$ cat src/design/cbb_pkg.sv
// Shared types and codes for the clipped box blur block.
// No dependencies; the controller, datapath and top level refer to it by scoped name.
package cbb_pkg;

  // Register indexes on the configuration port
  localparam logic [1:0] CFG_WIDTH  = 2'd0;
  localparam logic [1:0] CFG_HEIGHT = 2'd1;
  localparam logic [1:0] CFG_RADIUS = 2'd2;

  // Request kinds
  localparam logic FUNC_PIXEL = 1'b0;
  localparam logic FUNC_DRAIN = 1'b1;

  typedef struct packed {
    logic       func;
    logic [7:0] red_in;
    logic [7:0] green_in;
    logic [7:0] blue_in;
  } pix_in_t;

  typedef struct packed {
    logic [7:0] red_out;
    logic [7:0] green_out;
    logic [7:0] blue_out;
    logic [9:0] out_row;
    logic [9:0] out_column;
    logic       frame_last;
  } pix_out_t;

  typedef enum logic [2:0] {
    S_IDLE,
    S_CHECK,
    S_RD,
    S_ACC,
    S_DINIT,
    S_DIV,
    S_EMIT
  } state_e;

  // Controller to datapath
  typedef struct packed {
    logic accept;
    logic setup;
    logic rd;
    logic acc;
    logic dinit;
    logic dstep;
    logic emit;
  } ctrl_cmd_t;

  // Datapath to controller
  typedef struct packed {
    logic win_ready;
    logic win_last;
    logic div_done;
    logic out_full;
  } dp_status_t;

endpackage

$ cat src/design/cbb_ctrl.sv
// Controller state machine for the clipped box blur block.
// Depends on cbb_pkg for the state, command and status types.
module cbb_ctrl (
  input  logic                clk_i,
  input  logic                rst_ni,
  input  logic                in_valid_i,
  output logic                in_ready_o,
  input  cbb_pkg::dp_status_t status_i,
  output cbb_pkg::ctrl_cmd_t  cmd_o
);

  cbb_pkg::state_e state_q, state_d;

  // Hold the state
  always_ff @(posedge clk_i or negedge rst_ni) begin
    if (!rst_ni) begin
      state_q <= cbb_pkg::S_IDLE;
    end else begin
      state_q <= state_d;
    end
  end

  // Sequence one request: take it, test the window (back to idle if not ready), sum, divide, emit
  always_comb begin
    state_d    = state_q;
    cmd_o      = '0;
    in_ready_o = 1'b0;
    unique case (state_q)
      cbb_pkg::S_IDLE: begin
        in_ready_o = 1'b1;
        if (in_valid_i) begin
          cmd_o.accept = 1'b1;
          state_d      = cbb_pkg::S_CHECK;
        end
      end
      cbb_pkg::S_CHECK: begin
        if (status_i.win_ready) begin
          cmd_o.setup = 1'b1;
          state_d     = cbb_pkg::S_RD;
        end else begin
          state_d = cbb_pkg::S_IDLE;
        end
      end
      cbb_pkg::S_RD: begin
        cmd_o.rd = 1'b1;
        state_d  = cbb_pkg::S_ACC;
      end
      cbb_pkg::S_ACC: begin
        cmd_o.acc = 1'b1;
        state_d   = status_i.win_last ? cbb_pkg::S_DINIT : cbb_pkg::S_RD;
      end
      cbb_pkg::S_DINIT: begin
        cmd_o.dinit = 1'b1;
        state_d     = cbb_pkg::S_DIV;
      end
      cbb_pkg::S_DIV: begin
        if (status_i.div_done) begin
          state_d = cbb_pkg::S_EMIT;
        end else begin
          cmd_o.dstep = 1'b1;
        end
      end
      cbb_pkg::S_EMIT: begin
        if (!status_i.out_full) begin
          cmd_o.emit = 1'b1;
          state_d    = cbb_pkg::S_IDLE;
        end
      end
      default: state_d = cbb_pkg::S_IDLE;
    endcase
  end

endmodule

$ cat config.mk
export PLATFORM = sky130hd
export DESIGN_NAME = cbb_ctrl
export DESIGN_NICKNAME = d
export VERILOG_FILES = /design/src/design/cbb_pkg.sv /design/src/design/cbb_ctrl.sv
export SDC_FILE = /design/constraint.sdc
export NUM_CORES = 1
export LEC_CHECK = 0
export BUFFER_PORTS_ARGS = -buffer_cell sky130_fd_sc_hd__buf_2
export CAP_MARGIN = 30
export CELL_PAD_IN_SITES_DETAIL_PLACEMENT = 1
export CELL_PAD_IN_SITES_GLOBAL_PLACEMENT = 1
export CORE_AREA = 2 2 39 41
export CTS_BUF_LIST = sky130_fd_sc_hd__clkbuf_8
export DETAILED_ROUTE_END_ITERATION = 6
export DIE_AREA = 0 0 41 43
export GPL_ROUTABILITY_DRIVEN = 1
export GPL_TIMING_DRIVEN = 0
export PLACE_DENSITY_LB_ADDON = 0.1
export SYNTH_ARGS = -nofsm -noshare
export SYNTH_HDL_FRONTEND = slang
export SYNTH_SLANG_ARGS = --single-unit
$ cat constraint.sdc
create_clock -name clk_i -period 1.1 [get_ports clk_i]
set_clock_uncertainty 0.15 [all_clocks]
set_input_delay 0.055 -clock clk_i [delete_from_list [all_inputs] [get_ports clk_i]]
set_output_delay 0.055 -clock clk_i [all_outputs]
set_load 0.02 [all_outputs]
==> reports/summary.md, run 1 <==
The run finished, with violations left. The final reports fail on negative setup slack. The nature of the critical path endpoint was an output pin. The register with the most flip-flops in the final layout is state_q. Max-cap violations in this run came to 0.

The run gives -0.15 ns as the minimum setup slack among reg-to-reg paths. The critical path is of the flop to output pin type. The utilization of the core after routing is 0.430. The total congestion overflow after global routing is 0. The number of buffers and inverters on the critical path is 2, and the area of the core is 1380 um^2.

The cell with the largest stage delay on the worst path was sky130_fd_sc_hd__dfrtp_1. Along the worst path, the maximum fanout reaches 5. The worst ir drop on vdd is 1030 uV.

The average instance in the mapped netlist occupies 9.76 um^2. The initial antenna violation count came out at 0. Entering global routing, the biggest net connects 11 pins.

Setup repair after global routing could not meet its margin everywhere. The tools report the initial core utilization as 0.176. The net count reported at finish came out at 60.

In this run the worst hold path is classified as input port to async pin. The post-synthesis sequential element count is 3. Most common library cell in the layout ignoring fill and taps: sky130_fd_sc_hd__buf_6. The floorplan step set the die width to 41 um. The insertion delay to the later sink of the worst-skew pair was 0.21 ns. The row count is 14. The logs give 0.876 for the headroom to the max-slew limit and 0.614 for the routability-driven placement congestion ratio. For this design, the sink count on the clock tree is 3. For the half-perimeter wire length of the detailed placement result, the log shows 540 um.

The detailed-route wire length was 922 um. The die covers 1760 um^2. The largest registers in the layout are state_q x3. The cell family contributing the most delay on the critical path was flip-flops.

Counting every net in the synthesized netlist gives 32. On the worst path, the slowest cell contributes a delay of 0.40 ns. The tools report the total routing usage reported by global routing as 0.110.

Startpoint kind of the worst setup timing path: a flop. Data on the critical path arrives at its endpoint at 1.24 ns. Setup violations remaining at the end of the flow were counted as 11. The length in cells of the worst reg-to-reg path is 3.

The repair_antennas step left the layout with diodes totalling 0. The part of the cycle the worst path needs is 1.31. The die is 43 um tall.

For this run, the top clock speed supported by timing is 694 MHz. In this run the power density over the cells is 3130 nW/um^2. In this run the critical register-to-register path is launched from state_q[0].

Capture instance of the worst register-to-register path: state_q[2]. The top cell types in the final layout, fill and taps aside, are 10 x sky130_fd_sc_hd__buf_6, 7 x sky130_fd_sc_hd__buf_2, 6 x sky130_fd_sc_hd__buf_4. The tools report the worst hold-check slack as 0.0152 ns. The flip-flop count of the largest register after layout is 3, and the area overhead of the layout relative to synthesis is 144%.

The analysis attributes to cell leakage a power of 0.279 nW. STA puts the critical path data required time at 0.89 ns. In this run, CTS created clock tree buffers numbering 3. For the count of warnings emitted by yosys, the log shows 0. For the post-synthesis instance area, the log shows 244 um^2. Ratio of routed vias to standard cells: 4.34. The number of unique standard cell types used by synthesis was 18. Counting stages on the worst path, the most repeated cell is sky130_fd_sc_hd__buf_6. For the via count of the first global-routing pass, the log shows 313.

The number of hold-slack violations in the final timing report came out at 0. No sink is reached through more buffers than the 2 on the longest clock path. The tools report the final count of pins violating max slew as 0.

The number of buffers inserted by port buffering is 14. TritonCTS built the clock tree. The post-detailed-route wirelength per cell came out at 13.6 um. The critical path goes through buf_6, nand2b_4, nor3b_4, buf_6. Wire length of the first global-routing pass: 1310 um. The run gives 15 as the I/O pin count. The smallest clock period supported by the final layout is computed as 1.44 ns. The sequential fraction of the synthesis area came out at 0.308. The slew of the pin with the lowest slew margin is 0.186 ns, and the share of final-layout standard cells stronger than drive strength 1 is 0.769. After detailed routing, the number of remaining DRC violations is 0.

Total via count after detailed routing: 295. The tools report the synthesized instance count as 25. In this run, the number of DRC markers left after iteration 0 of detailed routing was 2. The run gives -0.340 ns as the final worst slack. The number of levels the H-tree was split into is 1, and the number of iterations in the first detailed-routing pass is 3.

The CTS clock-pin slew for the worst setup and hold paths was 0.03 ns. Once detail routing completed, the nets flagged for antenna violations numbered 0. CTS placed an instance of sky130_fd_sc_hd__clkbuf_8 at the clock tree root.
[worst register-to-register path, cell delays in order, from the launching register on]
cell and delay (ns):
sky130_fd_sc_hd__dfrtp_1 0.40, sky130_fd_sc_hd__buf_6 0.16, sky130_fd_sc_hd__and3b_2 0.21, sky130_fd_sc_hd__a22o_1 0.21
[timing repair]
action,CTS,global route
cloned,1,1
buffers inserted,1,3
endpoints found under the hold margin,5,0
gates resized for setup,19,6
pin swaps,5,2
hold buffers,3,0
setup endpoints to repair,11,11
[per-stage QoR]
stage	setup WS [ns]	area, um^2	TNS (ns)	instances	total power, mW
3_5_place_dp	-0.182	405	-0.975	55	1.13
6_report	-0.340	596	-2.59	68	1.87
4_1_cts	-0.335	547	-2.56	64	1.68
2_1_floorplan	-0.139	315	-0.474	25	0.930
5_1_grt	-0.383	596	-3.11	68	1.97
3_3_place_gp	-0.178	405	-0.846	55	1.12
[report_power, final]
| part | total, mW | switching (mW) | internal [mW] | leakage, nW |
|---|---|---|---|---|
| clock network | 0.304 | 0.0668 | 0.237 | 0.0269 |
| registers | 0.236 | 0.0663 | 0.170 | 0.0362 |
| logic | 1.33 | 0.589 | 0.737 | 0.216 |
[cells by family after synthesis]
logic type | share of synthesized area
compound gates | 0.200
buf+inv | 0.0974
mux | 0.0410
simple gates | 0.354
flops | 0.308
[worst max-delay path by stage]
stage	from	end	slack (ns)	cells past startpoint
6_report	state_q[1]	cmd_o[1]	-0.34	4
5_1_grt	state_q[1]	cmd_o[1]	-0.38	4
4_1_cts	state_q[2]	cmd_o[5]	-0.33	3
3_5_place_dp	state_q[1]	cmd_o[1]	-0.18	4
3_3_place_gp	state_q[1]	cmd_o[1]	-0.18	4
2_1_floorplan	state_q[0]	state_q[2]	-0.14	3
[routing by layer]
| metal | vias to the layer above | wire (um) | track usage |
|---|---|---|---|
| met5 | - | 0 | 0 |
| met4 | 0 | 0 | 0.0600 |
| met3 | 0 | 37 | 0.0157 |
| met2 | 10 | 514 | 0.156 |
| met1 | 139 | 371 | 0.152 |
| li1 | 146 | - | - |
[area by class of cell]
cell class                      instances  area (um^2)
Buffer                                  3         33.8
Tap cell                               16         20.0
Clock buffer                            3         41.3
Multi-Input combinational cell         19          231
Timing Repair Buffer                   23          189
Sequential cell                         3         76.3
Fill cell                             158          788
Clock inverter                          1         3.75
[cells in the mapped netlist (all sizes together)]
master | n | area [um^2]
a21oi | 1 | 5.00
a221oi | 1 | 15.0
a22o | 1 | 8.76
and2 | 1 | 6.26
and2b | 1 | 7.51
and3b | 1 | 8.76
buf | 3 | 23.8
dfrtp | 3 | 75.1
mux2i | 1 | 10.0
nand2b | 2 | 12.5
nor2 | 1 | 3.75
nor3 | 1 | 5.00
nor3b | 3 | 22.5
nor4bb | 2 | 20.0
o21ai | 2 | 10.0
o21ba | 1 | 10.0
(Power assumes the default switching activity.)
==> run 2: changes to the inputs <==
- ABC_AREA: default -> 1
==> run 2 against run 1 <==
  * Combinational power is 33% lower
  * The run ends with negative hold slack, negative setup slack left
  * Largest power group unchanged
  * Clock-buffer cell count is the same
  * Critical endpoint is now cmd_o[6]
  * Sequential share of layout area is 1.7 points higher
==> reports/summary.md, run 2 <==
For the setup violation total in the final timing report, the log shows 11 (unchanged). The detailed-route wire length was 821 um (-11%); the post-detailed-route wirelength per cell was 10.0 um (-26%). The number of max-capacitance violations reported is 0 (unchanged), and the headroom to the max-slew limit is 0.874 (-0.00150). The critical-path maximum fanout is 9 (+4), and the die boundary height is 43 um (unchanged).

The total internal power is 0.798 mW (-30%), and the fraction of power spent switching nets is 0.435 (+0.0480). The flip-flop count of the largest register after layout works out to 3 (unchanged). STA classifies the critical path startpoint as a flop. Setup repair after global routing could not meet its margin everywhere. The logs give 0.151 (+0.024) for the proportion of power drawn by flip-flops and latches and 0 (unchanged) for the detailed-route DRC error count. Worst path arrival time: 1.12 ns (-0.12 ns). The total routing usage reported by global routing came out at 0.117 (+0.00769). The synthesized design spends more area on one cell type than any other, namely sky130_fd_sc_hd__dfrtp_1.

The run gives -1.85 ns (+0.746 ns) as the setup TNS. The net load switching power was 0.614 mW (-15%); the net count after synthesis was 48 (+50%). The total via count after detailed routing was 348 (+18%); the number of hold-slack violations in the final timing report was 1 (+1).

Maximum single-stage delay on the critical path: 0.36 ns (-0.04 ns). The flow ran to the end, but the final reports show violations. The run gives 3 (unchanged) as the number of clock sinks. The maximum count of clock buffers along a single path is 2 (unchanged), and the average size of a mapped cell is 6.65 um^2 (-32%). The floorplan die width is 41 um (unchanged), and the required time of the worst setup path is 0.89 ns (about the same). The commonest cells after synthesis are 8 x sky130_fd_sc_hd__inv_1, 6 x sky130_fd_sc_hd__nand2_1, 4 x sky130_fd_sc_hd__nand4_1. TritonCTS built the clock tree. STA classifies the critical path endpoint as an output pin. The slew of the pin with the lowest slew margin came out at 0.188 ns (+0.00225 ns). Ratio of routed vias to standard cells: 4.24 (-2.2%). For the fmax, the log shows 756 MHz (+8.9%). The cell with the largest stage delay on the worst path was sky130_fd_sc_hd__dfrtp_1. The total congestion overflow after global routing is 0 (unchanged). Sequential fraction of the synthesis area: 0.275 (-0.0325). The top cell types in the final layout, fill and taps aside, are 9 x sky130_fd_sc_hd__inv_1, 8 x sky130_fd_sc_hd__buf_2, 7 x sky130_fd_sc_hd__buf_6. For the leakage power of the design, the log shows 0.285 nW (+2.2%). The tools report the area of the core as 1380 um^2 (unchanged). The via count of the first global-routing pass is 345 (+10%), and the time the worst path needs with I/O delays and setup is 1.32 ns (-0.118 ns). The number of buffers inserted during clock tree synthesis was 3 (unchanged); the combinational group share of total power was 0.630 (-0.081). Ranked by total cell area, the synthesized netlist is headed by sky130_fd_sc_hd__dfrtp_1 28%, sky130_fd_sc_hd__inv_1 11%, sky130_fd_sc_hd__nand4_1 9.2%. The fraction of the mapped netlist area in adder cells works out to 0 (unchanged). The number of iterations in the first detailed-routing pass was 1 (-2); the count of warnings emitted by yosys was 0 (unchanged).

The logs give 1760 um^2 (unchanged) for the die area and 0.197 (+0.0208) for the initial core utilization. The number of unique standard cell types used by synthesis is 16 (-2). The power per standard cell area was 2690 nW/um^2 (-14%); the number of levels the H-tree was split into was 1 (unchanged).

The fraction of synthesized area in multiplexers is 0 (-0.0410). Walking the worst path, the cells encountered are buf_6, nor2_2, nand2_2, nor2_2, buf_4. The logs give 0.21 ns (about the same) for the insertion delay to the later sink of the worst-skew pair and 1340 um (+2.1%) for the wire length of the first global-routing pass.

Counting flops per register, the top entry is state_q. The first-iteration detailed-routing DRC count was 0 (-2). Instance count after placement with tap cells included: 71 (+29%). The compound-cell area share of the yosys netlist works out to 0.0872 (-0.113).

Combinational family with the most area after synthesis: simple AND/OR/NAND/NOR gates. For the net count reported at finish, the log shows 74 (+23%). The utilization of the core after routing was 0.380 (-0.0506). The run gives 0.629 (+2.3%) as the routability-driven placement congestion ratio.

Among cell families on the critical path, the largest total delay comes from flip-flops. The final cell count without fillers came out at 82 (+21%). The area overhead of the layout relative to synthesis was 92.7%; the worst hold-check slack was -0.0121 ns (-0.0273 ns). In this design, the critical path's most frequently occurring cell is sky130_fd_sc_hd__nor2_2. The area share of the leading cell type in the synthesized netlist came out at 0.275 (-0.0325). In the synthesized netlist the dominant register cell turns out to be sky130_fd_sc_hd__dfrtp_1.

The tools report the synthesized instance count as 41 (+64%). The number of buffers and inverters on the critical path was 2 (unchanged). The cell with the most instances after synthesis is sky130_fd_sc_hd__inv_1. The initial antenna violation count was 0 (unchanged). The run gives 591 um (+9.5%) as the half-perimeter wire length of the detailed placement result. The share of final-layout standard cells stronger than drive strength 1 is 0.500 (-0.269), and the simple logic cell fraction of the synthesized area is 0.417 (+0.0636). Number of enable flip-flop cells after synthesis: 0 (unchanged). The final count of pins violating max slew is 0 (unchanged). The final antenna-violating net count was 0 (unchanged); the post-synthesis sequential element count was 3 (unchanged).

For the count of antenna diodes in the layout, the log shows 0 (unchanged). The critical path is of the flop to output pin type. The part of the cycle the worst path needs is 1.20 (-0.107), and the final worst slack is -0.222 ns (+0.118 ns). The post-synthesis instance area is 273 um^2 (+12%).

The CTS clock-pin slew for the worst setup and hold paths came out at 0.03 ns (about the same). The largest registers in the layout are state_q x3. The most common library cell in the layout ignoring fill and taps was sky130_fd_sc_hd__inv_1. The fraction of registers with async set/reset is 1.00 (unchanged). The root buffer cell chosen for the clock tree is sky130_fd_sc_hd__clkbuf_8. The I/O pin count was 15 (unchanged); the worst ir drop on vdd was 1210 uV (+17%). The type of the worst min-delay path was input port to flop. The logs give 14 (unchanged) for the row count and 0.219 (+0.056) for the clock group share of total power. The final reports fail on negative hold slack, negative setup slack. The run gives 10 (-1) as the maximum number of pins on one net before global-route repair. The xor and xnor fraction of the mapped netlist area was 0 (unchanged).

The number of buffers inserted by port buffering came out at 14 (unchanged).
[run 2: changes by cell type in the layout (fill, tap and decap cells not counted), moves of 3 or more]
cell	before	now
sky130_fd_sc_hd__buf_6	10	7
sky130_fd_sc_hd__nor3_1	0	3
sky130_fd_sc_hd__nand2_1	0	5
sky130_fd_sc_hd__nand4_1	0	4
sky130_fd_sc_hd__inv_1	1	9
[run 2: path summary, 6_finish.rpt]
path / startpoint / endpoint / slack (ns) / depth (start not counted)
worst max-delay path: state_q[0] / cmd_o[6] / -0.22 / 5
worst min-delay path: status_i[0] / state_q[1] / -0.01 / 3
worst max register to register: state_q[1] / state_q[1] / -0.16 / 8
worst min register to register: state_q[1] / state_q[1] / 0.54 / 3
max in group asynchronous: rst_ni / state_q[2] / 0.67 / 2
min in group asynchronous: rst_ni / state_q[1] / 0.02 / 2
[run 2: what timing repair did]
item | CTS | global route
endpoints found under the setup margin | 11 | 11
pin swaps | 1 | 0
endpoints found under the hold margin | 6 | 0
setup buffers | 3 | 1
resized for setup | 13 | 1
hold buffers | 3 | 0
cloned | 0 | 0
[run 2: metal layers]
metal,GRT usage,vias to the layer above,part of all wire,wire [um]
met5,0,-,0,0
met4,0.120,0,0,0
met3,0,0,0.048,39
met2,0.191,8,0.56,463
met1,0.121,158,0.39,318
li1,-,182,-,-
[run 2: area by class of cell]
cell class	instances	area, um^2
Timing Repair Buffer	21	164
Sequential cell	3	76.3
Inverter	10	42.5
Fill cell	181	858
Multi-Input combinational cell	26	155
Clock inverter	1	3.75
Buffer	2	22.5
Tap cell	16	20.0
Clock buffer	3	41.3
[run 2: power by group through the flow]
stage / registers [mW] / logic, mW / clock network, mW
2_1_floorplan: 0.197 / 0.567 / 0
3_3_place_gp: 0.205 / 0.745 / 0
3_5_place_dp: 0.207 / 0.742 / 0
4_1_cts: 0.215 / 0.891 / 0.325
5_1_grt: 0.225 / 0.978 / 0.333
6_report: 0.214 / 0.889 / 0.309
[run 2: logic make-up (layout without fill, tap and decap cells)]
kind of cell / count (synthesis) / after routing
buf+inv: 12 / 37
simple gates: 22 / 22
compound gates: 4 / 4
flops: 3 / 3
[run 2: tightest hold or removal path, delay by kind of cell]
family,cells,cell delay [ns]
buffers and inverters,1,0.11
and+or+nand+nor,2,0.14
[run 2: metrics by stage]
| step | setup slack (ns) | power, mW | instance area (um^2) |
|---|---|---|---|
| 6_report | -0.222 | 1.41 | 526 |
| 5_1_grt | -0.304 | 1.54 | 526 |
| 4_1_cts | -0.241 | 1.43 | 515 |
| 3_5_place_dp | -0.170 | 0.949 | 380 |
| 3_3_place_gp | -0.182 | 0.950 | 380 |
| 2_1_floorplan | -0.108 | 0.765 | 290 |
